--- src/hw/rtl/greedy_box_suppressor_macros.svh ---
// ----------------------------------------------------------------------------
// greedy_box_suppressor assertion macros
// Shorthand for clocked implication checks with synchronous active-low reset.
// ----------------------------------------------------------------------------
`ifndef GREEDY_BOX_SUPPRESSOR_MACROS_SVH
`define GREEDY_BOX_SUPPRESSOR_MACROS_SVH

// same-cycle implication
`define GBS_ASSERT_IMP(lbl, clk, rstn, ante, cons, msg) \
    lbl: assert property (@(posedge clk) disable iff (!rstn) (ante) |-> (cons)) \
        else $error(msg);

// next-cycle implication
`define GBS_ASSERT_NXT(lbl, clk, rstn, ante, cons, msg) \
    lbl: assert property (@(posedge clk) disable iff (!rstn) (ante) |=> (cons)) \
        else $error(msg);

`endif

--- src/hw/rtl/gbs_pkg.sv ---
// ----------------------------------------------------------------------------
// gbs_pkg
// Types, widths and constants shared by the box suppressor.
// ----------------------------------------------------------------------------
package gbs_pkg;

    localparam int COORD_W      = 16;
    localparam int SIZE_W       = 15;
    localparam int AREA_W       = 2 * SIZE_W;
    localparam int UNI_W        = AREA_W + 1;
    localparam int THR_W        = 16;
    localparam int PROD_W       = THR_W + UNI_W;
    localparam int IDX_W        = 16;
    localparam int MAX_KEPT_DEF = 128;

    localparam logic [THR_W-1:0] THR_RESET = 16'd26214;
    localparam logic [IDX_W-1:0] IDX_MAX   = 16'hFFFF;

    typedef struct packed {
        logic signed [COORD_W-1:0] x;
        logic signed [COORD_W-1:0] y;
        logic [SIZE_W-1:0]         w;
        logic [SIZE_W-1:0]         h;
    } t_box;

    typedef struct packed {
        t_box              box;
        logic [AREA_W-1:0] area;
    } t_entry;

    typedef struct packed {
        logic vld;
        logic hit;
        logic busy;
    } t_cmp_stat;

    typedef enum logic [2:0] {
        ST_IDLE,
        ST_AREA,
        ST_SCAN,
        ST_DRAIN,
        ST_DONE
    } t_state;

endpackage

--- src/hw/rtl/gbs_iou_unit.sv ---
// ----------------------------------------------------------------------------
// gbs_iou_unit
// Pipelined overlap test of the current box against one kept box per cycle:
// intersection * 65536 > threshold * union, zero union never hits.
// ----------------------------------------------------------------------------
module gbs_iou_unit import gbs_pkg::*; (
    input  logic              i_clk,
    input  logic              i_rst_n,
    input  logic              i_vld,
    input  t_box              i_cur,
    input  logic [AREA_W-1:0] i_cur_area,
    input  logic [THR_W-1:0]  i_thr,
    input  t_entry            i_kept,
    output t_cmp_stat         o_stat
);

    logic signed [COORD_W-1:0] w_x0, w_y0;
    logic signed [COORD_W:0]   w_cx1, w_kx1, w_cy1, w_ky1, w_x1, w_y1;
    logic signed [COORD_W+1:0] w_dx, w_dy;

    logic                r_vld_a, r_vld_b, r_vld_c, r_vld_d, r_vld_e;
    logic [SIZE_W-1:0]   r_dx, r_dy;
    logic [AREA_W-1:0]   r_ka_a, r_ka_b;
    logic [AREA_W-1:0]   r_inter_b, r_inter_c, r_inter_d;
    logic [UNI_W-1:0]    r_uni;
    logic [PROD_W-1:0]   r_prod;
    logic                r_nz;
    logic                r_hit;

    always_comb begin
        w_x0  = (i_cur.x > i_kept.box.x) ? i_cur.x : i_kept.box.x;
        w_y0  = (i_cur.y > i_kept.box.y) ? i_cur.y : i_kept.box.y;
        w_cx1 = {i_cur.x[COORD_W-1], i_cur.x} + $signed({2'b00, i_cur.w});
        w_kx1 = {i_kept.box.x[COORD_W-1], i_kept.box.x} + $signed({2'b00, i_kept.box.w});
        w_cy1 = {i_cur.y[COORD_W-1], i_cur.y} + $signed({2'b00, i_cur.h});
        w_ky1 = {i_kept.box.y[COORD_W-1], i_kept.box.y} + $signed({2'b00, i_kept.box.h});
        w_x1  = (w_cx1 < w_kx1) ? w_cx1 : w_kx1;
        w_y1  = (w_cy1 < w_ky1) ? w_cy1 : w_ky1;
        w_dx  = {w_x1[COORD_W], w_x1} - {{2{w_x0[COORD_W-1]}}, w_x0};
        w_dy  = {w_y1[COORD_W], w_y1} - {{2{w_y0[COORD_W-1]}}, w_y0};
    end

    always_ff @(posedge i_clk) begin
        if (!i_rst_n) begin
            r_vld_a <= 1'b0;
            r_vld_b <= 1'b0;
            r_vld_c <= 1'b0;
            r_vld_d <= 1'b0;
            r_vld_e <= 1'b0;
        end else begin
            r_vld_a <= i_vld;
            r_vld_b <= r_vld_a;
            r_vld_c <= r_vld_b;
            r_vld_d <= r_vld_c;
            r_vld_e <= r_vld_d;
        end
    end

    always_ff @(posedge i_clk) begin
        // edge overlap, clamp empty to zero
        r_dx      <= (w_dx > 0 && w_dy > 0) ? w_dx[SIZE_W-1:0] : '0;
        r_dy      <= (w_dx > 0 && w_dy > 0) ? w_dy[SIZE_W-1:0] : '0;
        r_ka_a    <= i_kept.area;
        r_inter_b <= {{SIZE_W{1'b0}}, r_dx} * {{SIZE_W{1'b0}}, r_dy};
        r_ka_b    <= r_ka_a;
        r_uni     <= {1'b0, i_cur_area} + {1'b0, r_ka_b} - {1'b0, r_inter_b};
        r_inter_c <= r_inter_b;
        r_prod    <= {{UNI_W{1'b0}}, i_thr} * {{THR_W{1'b0}}, r_uni};
        r_nz      <= (r_uni != '0);
        r_inter_d <= r_inter_c;
        r_hit     <= r_nz && ({1'b0, r_inter_d, {THR_W{1'b0}}} > r_prod);
    end

    assign o_stat.vld  = r_vld_e;
    assign o_stat.hit  = r_hit;
    assign o_stat.busy = r_vld_a | r_vld_b | r_vld_c | r_vld_d | r_vld_e;

endmodule

--- config.mk ---
export PLATFORM = sky130hd
export DESIGN_NAME = gbs_iou_unit
export DESIGN_NICKNAME = d
export VERILOG_FILES = /design/src/hw/rtl/greedy_box_suppressor_macros.svh /design/src/hw/rtl/gbs_pkg.sv /design/src/hw/rtl/gbs_iou_unit.sv
export SDC_FILE = /design/constraint.sdc
export NUM_CORES = 2
export LEC_CHECK = 0
export BUFFER_PORTS_ARGS = -buffer_cell sky130_fd_sc_hd__clkbuf_2
export CAP_MARGIN = 20
export CORE_ASPECT_RATIO = 2
export CORE_MARGIN = 5
export CORE_UTILIZATION = 58
export DETAILED_ROUTE_END_ITERATION = 8
export PLACE_DENSITY = 0.79
export SYNTH_ARGS = -nofsm -noshare
export SYNTH_HDL_FRONTEND = slang
export SYNTH_SLANG_ARGS = --single-unit
--- constraint.sdc ---
create_clock -name i_clk -period 6.4 [get_ports i_clk]
set_input_delay 0 -clock i_clk [delete_from_list [all_inputs] [get_ports i_clk]]
set_output_delay 0 -clock i_clk [all_outputs]
set_load 0.01 [all_outputs]
## Word-level counts from Yosys, hierarchy flattened

Cells that the tools add are included.

- Output and inout port bits: 3
- Bits in registers: 265

- Order comparisons: 7
- Bitwise logic cells: 4
- Multiply operators: 2
- Reductions and logical operators: 3
- Muxes and demuxes: 4
- Add/sub/neg operators: 8

Operators by type and width:

| operator | number |
|---|---|
| $add A16 B16 Y17 | 4 |
| $gt A46 B47 Y1 | 1 |
| $mul A16 B31 Y47 | 1 |
| $gt A18 B1 Y1 const B | 2 |
| $sub A17 B16 Y18 | 2 |
| $lt A17 B17 Y1 | 2 |
| $mux W17 | 2 |
| $gt A16 B16 Y1 | 2 |
| $mux W16 | 2 |
| $add A30 B30 Y31 | 1 |
| $reduce_bool A31 Y1 | 1 |
| $sub A31 B30 Y31 | 1 |
| $mul A15 B15 Y30 | 1 |
| $or A1 B1 Y1 | 4 |
| $logic_and A1 B1 Y1 | 2 |

## Depth between registers and ports, before layout

- Word-level depth: 6
- Gate-level depth with buffers: 35
- Depth with buffers taken out: 33

## Least setup slack after synthesis

OpenSTA, ideal clock, no wires.

- Path kind: input -> register
- Start point: input i_kept[45] (netlist bit)
- End point: register r_dx[10]
- Path buffers: 2
- Library setup time: 121 ps
- Arrival time: 6,425 ps
- Cell stages on the path: 34
- Slack: -145 ps
- Cells stage by stage: ha_1 fa_1 a21o_1 a21oi_1 o21ai_0 nand4_1 nand3_1 o41ai_1 nor2_1 a211oi_1 xnor2_1 ha_1 a21oi_1 nor2b_1 o21ai_0 o211ai_1 a21o_2 mux2i_4 buf_4 mux2i_1 ha_1 inv_1 fa_1 a21o_1 a21o_1 a211oi_2 o31ai_1 o41ai_1 xor2_1 nand2_1 nor4_1 a31o_2 buf_2 nor3_1

- Longest elaborated chain between the ends: 6

Ends and longest elaborated chain:

| element | line | text |
|---|---|---|
| start: declaration | gbs_iou_unit.sv:13 | `input t_entry i_kept,` |
| $add A16 B16 Y17 (*) | gbs_iou_unit.sv:34 | `w_kx1 = {i_kept.box.x[COORD_W-1], i_kept.box.x} + $signed({2'b00, i_kept.box.w});` |
| $lt A17 B17 Y1 | gbs_iou_unit.sv:37 | `w_x1 = (w_cx1 < w_kx1) ? w_cx1 : w_kx1;` |
| $mux W17 (*) | gbs_iou_unit.sv:37 |  |
| $sub A17 B16 Y18 (*) | gbs_iou_unit.sv:39 | `w_dx = {w_x1[COORD_W], w_x1} - {{2{w_x0[COORD_W-1]}}, w_x0};` |
| $gt A18 B1 Y1 | gbs_iou_unit.sv:61 | `r_dx <= (w_dx > 0 && w_dy > 0) ? w_dx[SIZE_W-1:0] : '0;` |
| $logic_and A1 B1 Y1 | gbs_iou_unit.sv:61 |  |
| end signal: assignment | gbs_iou_unit.sv:61 |  |
| end: declaration | gbs_iou_unit.sv:22 | `logic [SIZE_W-1:0] r_dx, r_dy;` |

Every way passes the cells marked *; elsewhere a longest branch is shown, timed or not.
A chain may end at the register's enable or synchronous reset.

## Final worst setup path

- Start point: register r_uni[9]
- End point: register r_prod[44]

- Longest elaborated chain between the ends: 1

Ends and longest elaborated chain:

| element | line | text |
|---|---|---|
| start: declaration | gbs_iou_unit.sv:25 | `logic [UNI_W-1:0] r_uni;` |
| start signal: assignment | gbs_iou_unit.sv:66 | `r_uni <= {1'b0, i_cur_area} + {1'b0, r_ka_b} - {1'b0, r_inter_b};` |
| $mul A16 B31 Y47 | gbs_iou_unit.sv:68 | `r_prod <= {{UNI_W{1'b0}}, i_thr} * {{THR_W{1'b0}}, r_uni};` |
| end signal: assignment | gbs_iou_unit.sv:68 |  |
| end: declaration | gbs_iou_unit.sv:26 | `logic [PROD_W-1:0] r_prod;` |

Every way passes these cells.

==> impl_metrics.tcl <==
set metrics [dict create \
    dr_wl_met2_um 50560 \
    synth_edf_count 0 \
    detail_route.wirelength.met1_um 38130 \
    track_usage_pct 27.99 \
    worstPathArrival_ns 6.68 \
    ios 206 \
    vias_per_cell 5.511 \
    antenna_left 0 \
    synth_ff_type "dfxtp_1" \
    worst_setup_path_end_kind "flop" \
    core_um2 65400 \
    finalHoldViolCount 0 \
    syn_avg_cell_area_um2 8.990 \
    io_buffers 205 \
    die_y_um 372.3 \
    grt_pass1_wl_um 161300 \
    tightest_slew_ns 0.7157 \
    dr.pass1.iters 7 \
    maxSlewViolCount 0 \
    ys_seq_area_share_pct 13.94 \
    drc 0 \
    syn_nets 5474 \
    setup_viol 0 \
    status "completed" \
    layout-drive-gt1-share_pct 13.99 \
    final_cell_mix "inv_1, fa_1, nand2_1, ha_1, buf_4" \
    syn-instance-count 4234 \
    drt_iter0_drc 1582 \
    routedWlPerCell_um 17.87 \
    max_stage_delay_ns 0.56 \
    grt_antenna_before_repair 3 \
    routed_wl_um 98460 \
    hold_class "primary input to flop" \
    clock-root-buffer "clkbuf_16" \
    synth_cell_type_count 82 \
    route.met3.wl_um 5218 \
    dieArea_um2 71160 \
    grt_max_degree 32 \
    vias 30373 \
    async_flop_share_pct 0 \
    top_layer "met5" \
    cpMostUsedCell "fa_1" \
    maxClockFrequency_ghz 0.1607 \
    cts_buffers 28 \
    synth-seq-cells 265 \
    crit_path_max_fanout 8 \
    clock_latency_ns 0.58 \
    syn_area_um2 38060 \
    h-tree-depth 1 \
    slew_headroom_pct 52.29 \
    clk_pin_slew_worst_paths_ns 0.07 \
    row_count 133 \
    setup.worst_path.start_class "flop" \
    cp_cell_sequence "buf_4, buf_6, and2_4, fa_1, inv_1, fa_1, fa_1, fa_1, fa_1, inv_1, fa_1, ha_4, buf_6, a21oi_2, o21ai_1, a21oi_1, o21ai_1, a21oi_2, a2111oi_4, buf_4, nor2_2, o31ai_2, a21oi_1, xnor2_1" \
    cp_slowest_cell "fa_1" \
    layout_commonest_cell "inv_1" \
    place_hpwl_um 83030 \
    area_growth_pct 13.83 \
    final_area_um2 43330 \
    gr-total-overflow 0 \
    fp.dieW_um 191.1 \
    gp_congestion 0.9466 \
    tritoncts "done" \
    clk_path_buf_depth 3 \
    path_class "flop to flop" \
    first_global_vias 32652 \
    critPathRequiredTime_ns 6.86 \
    rsz0062_at_grt "yes" \
    start_util_pct 58.20 \
    placed_area_um2 41600 \
    yosys_warnings 0 \
    cap_viol_max_count 0 \
    timing.final.crit_period_ns 6.222 \
    fin_nets 5852 \
    numClockSinks 265 \
    finClkSkew_ns 0.03836 \
    fin_crit_sh_pct 97.22 \
]
-- area by class of cell --
| class | instances | area, um2 |
|---|---|---|
| multi-input cells | 3023 | 29490 |
| fillers | 5102 | 22070 |
| flip-flops and latches | 265 | 5360 |
| repair buffers | 504 | 3441 |
| inverters | 790 | 2965 |
| well taps | 877 | 1097 |
| clock buffers | 34 | 763.2 |
| clock inverters | 17 | 209.0 |
| diodes | 1 | 2.502 |
-- critical path: cells and delay by family (launching register included) --
| kind | cells | cell delay (ns) |
|---|---|---|
| XOR/XNOR | 1 | 0.20 |
| AND/OR/NAND/NOR | 2 | 0.22 |
| AO/OA/AOI/OAI | 8 | 1.24 |
| flip-flops | 1 | 0.37 |
| adder cells (fa/ha/maj) | 7 | 3.39 |
| buffers and inverters | 6 | 0.67 |
-- cell usage after synthesis, types with 8 or more instances --
cell | number | area, um2
a211oi_1 | 19 | 142.6
a21o_1 | 88 | 660.6
a21oi_1 | 162 | 810.8
a31oi_1 | 8 | 50.05
and2_1 | 233 | 1458
and3_1 | 18 | 112.6
clkbuf_1 | 143 | 536.8
dfxtp_1 | 265 | 5305
fa_1 | 607 | 12150
ha_1 | 430 | 5380
inv_1 | 790 | 2965
mux2_2 | 12 | 135.1
mux2i_1 | 52 | 520.5
nand2_1 | 572 | 2147
nand2b_1 | 39 | 244.0
nand3_1 | 43 | 215.2
nand4_1 | 27 | 168.9
nor2_1 | 101 | 379.1
nor2b_1 | 29 | 181.4
nor3_1 | 51 | 255.2
nor3b_1 | 17 | 127.6
nor4_1 | 24 | 150.1
o211ai_1 | 19 | 142.6
o21a_1 | 39 | 292.8
o21ai_0 | 93 | 465.5
o21bai_1 | 24 | 180.2
o31ai_1 | 8 | 60.06
or2_2 | 9 | 56.30
or3_1 | 24 | 150.1
xnor2_1 | 116 | 1016
xor2_1 | 52 | 455.4
-- metrics by stage --
| stage | setup slack [ns] | instances | utilization (%) | hold WS (ns) | setup TNS (ns) |
|---|---|---|---|---|---|
| after floorplan | 0.006365 | 4234 | - | 0.02772 | 0 |
| after global placement | -0.3010 | 5418 | 63.60 | 0.1029 | -8.682 |
| after detailed placement | -0.3967 | 5418 | 63.60 | 0.1039 | -10.83 |
| after CTS | -0.02961 | 5503 | 65.63 | 0.03460 | -0.05296 |
| after global routing | -0.07552 | 5511 | 66.25 | 0.05631 | -0.1772 |
| final | 0.1781 | 5511 | 66.25 | 0.05001 | 0 |
-- path summary, 6_finish.rpt --
path                                startpoint             to  slack (ns)  cells past startpoint
worst max-delay path                  r_uni[9]     r_prod[44]        0.18                     24
worst min-delay path            i_cur_area[29]      r_uni[29]        0.05                      4
worst max register to register        r_uni[9]     r_prod[44]        0.18                     24
worst min register to register   r_inter_c[27]  r_inter_d[27]        0.32                      0
-- state kept, by name, indices dropped and copies added, names as in the netlist --
signal / flops
r_prod: 47
r_uni: 31
r_inter_b: 30
r_inter_c: 30
r_inter_d: 30
r_ka_a: 30
r_ka_b: 30
r_dx: 15
r_dy: 15
r_hit: 1
r_nz: 1
r_vld_a: 1
r_vld_b: 1
r_vld_c: 1
r_vld_d: 1
r_vld_e: 1
-- timing repair --
action,4_1_cts,5_1_grt
resized for setup,4,102
endpoints found under the setup margin,4,51
hold endpoints to repair,36,0
setup buffers,0,7
hold buffers,34,0
pin swaps,0,31
-- cells by family (layout without fill, tap and decap cells) --
kind of cell / Yosys count / after routing / synth area share [%]
AND/OR/NAND/NOR: 1209 / 1209 / 15.32
adder cells (fa/ha/maj): 1037 / 1037 / 46.06
buffers and inverters: 946 / 1345 / 9.464
AO/OA/AOI/OAI: 542 / 542 / 9.513
flip-flops: 265 / 265 / 13.94
XOR/XNOR: 168 / 168 / 3.866
multiplexers: 67 / 67 / 1.841
other: 0 / 1 / 0
-- routing by layer --
layer	vias up	track usage, %
met5	-	0
met4	4	10.63
met3	250	2.905
met2	974	50.47
met1	15017	34.42
li1	14128	-
Power is left out: the tool's default activity adds up to more than one toggle a clock period on the data nets, which glitch-free logic cannot reach.
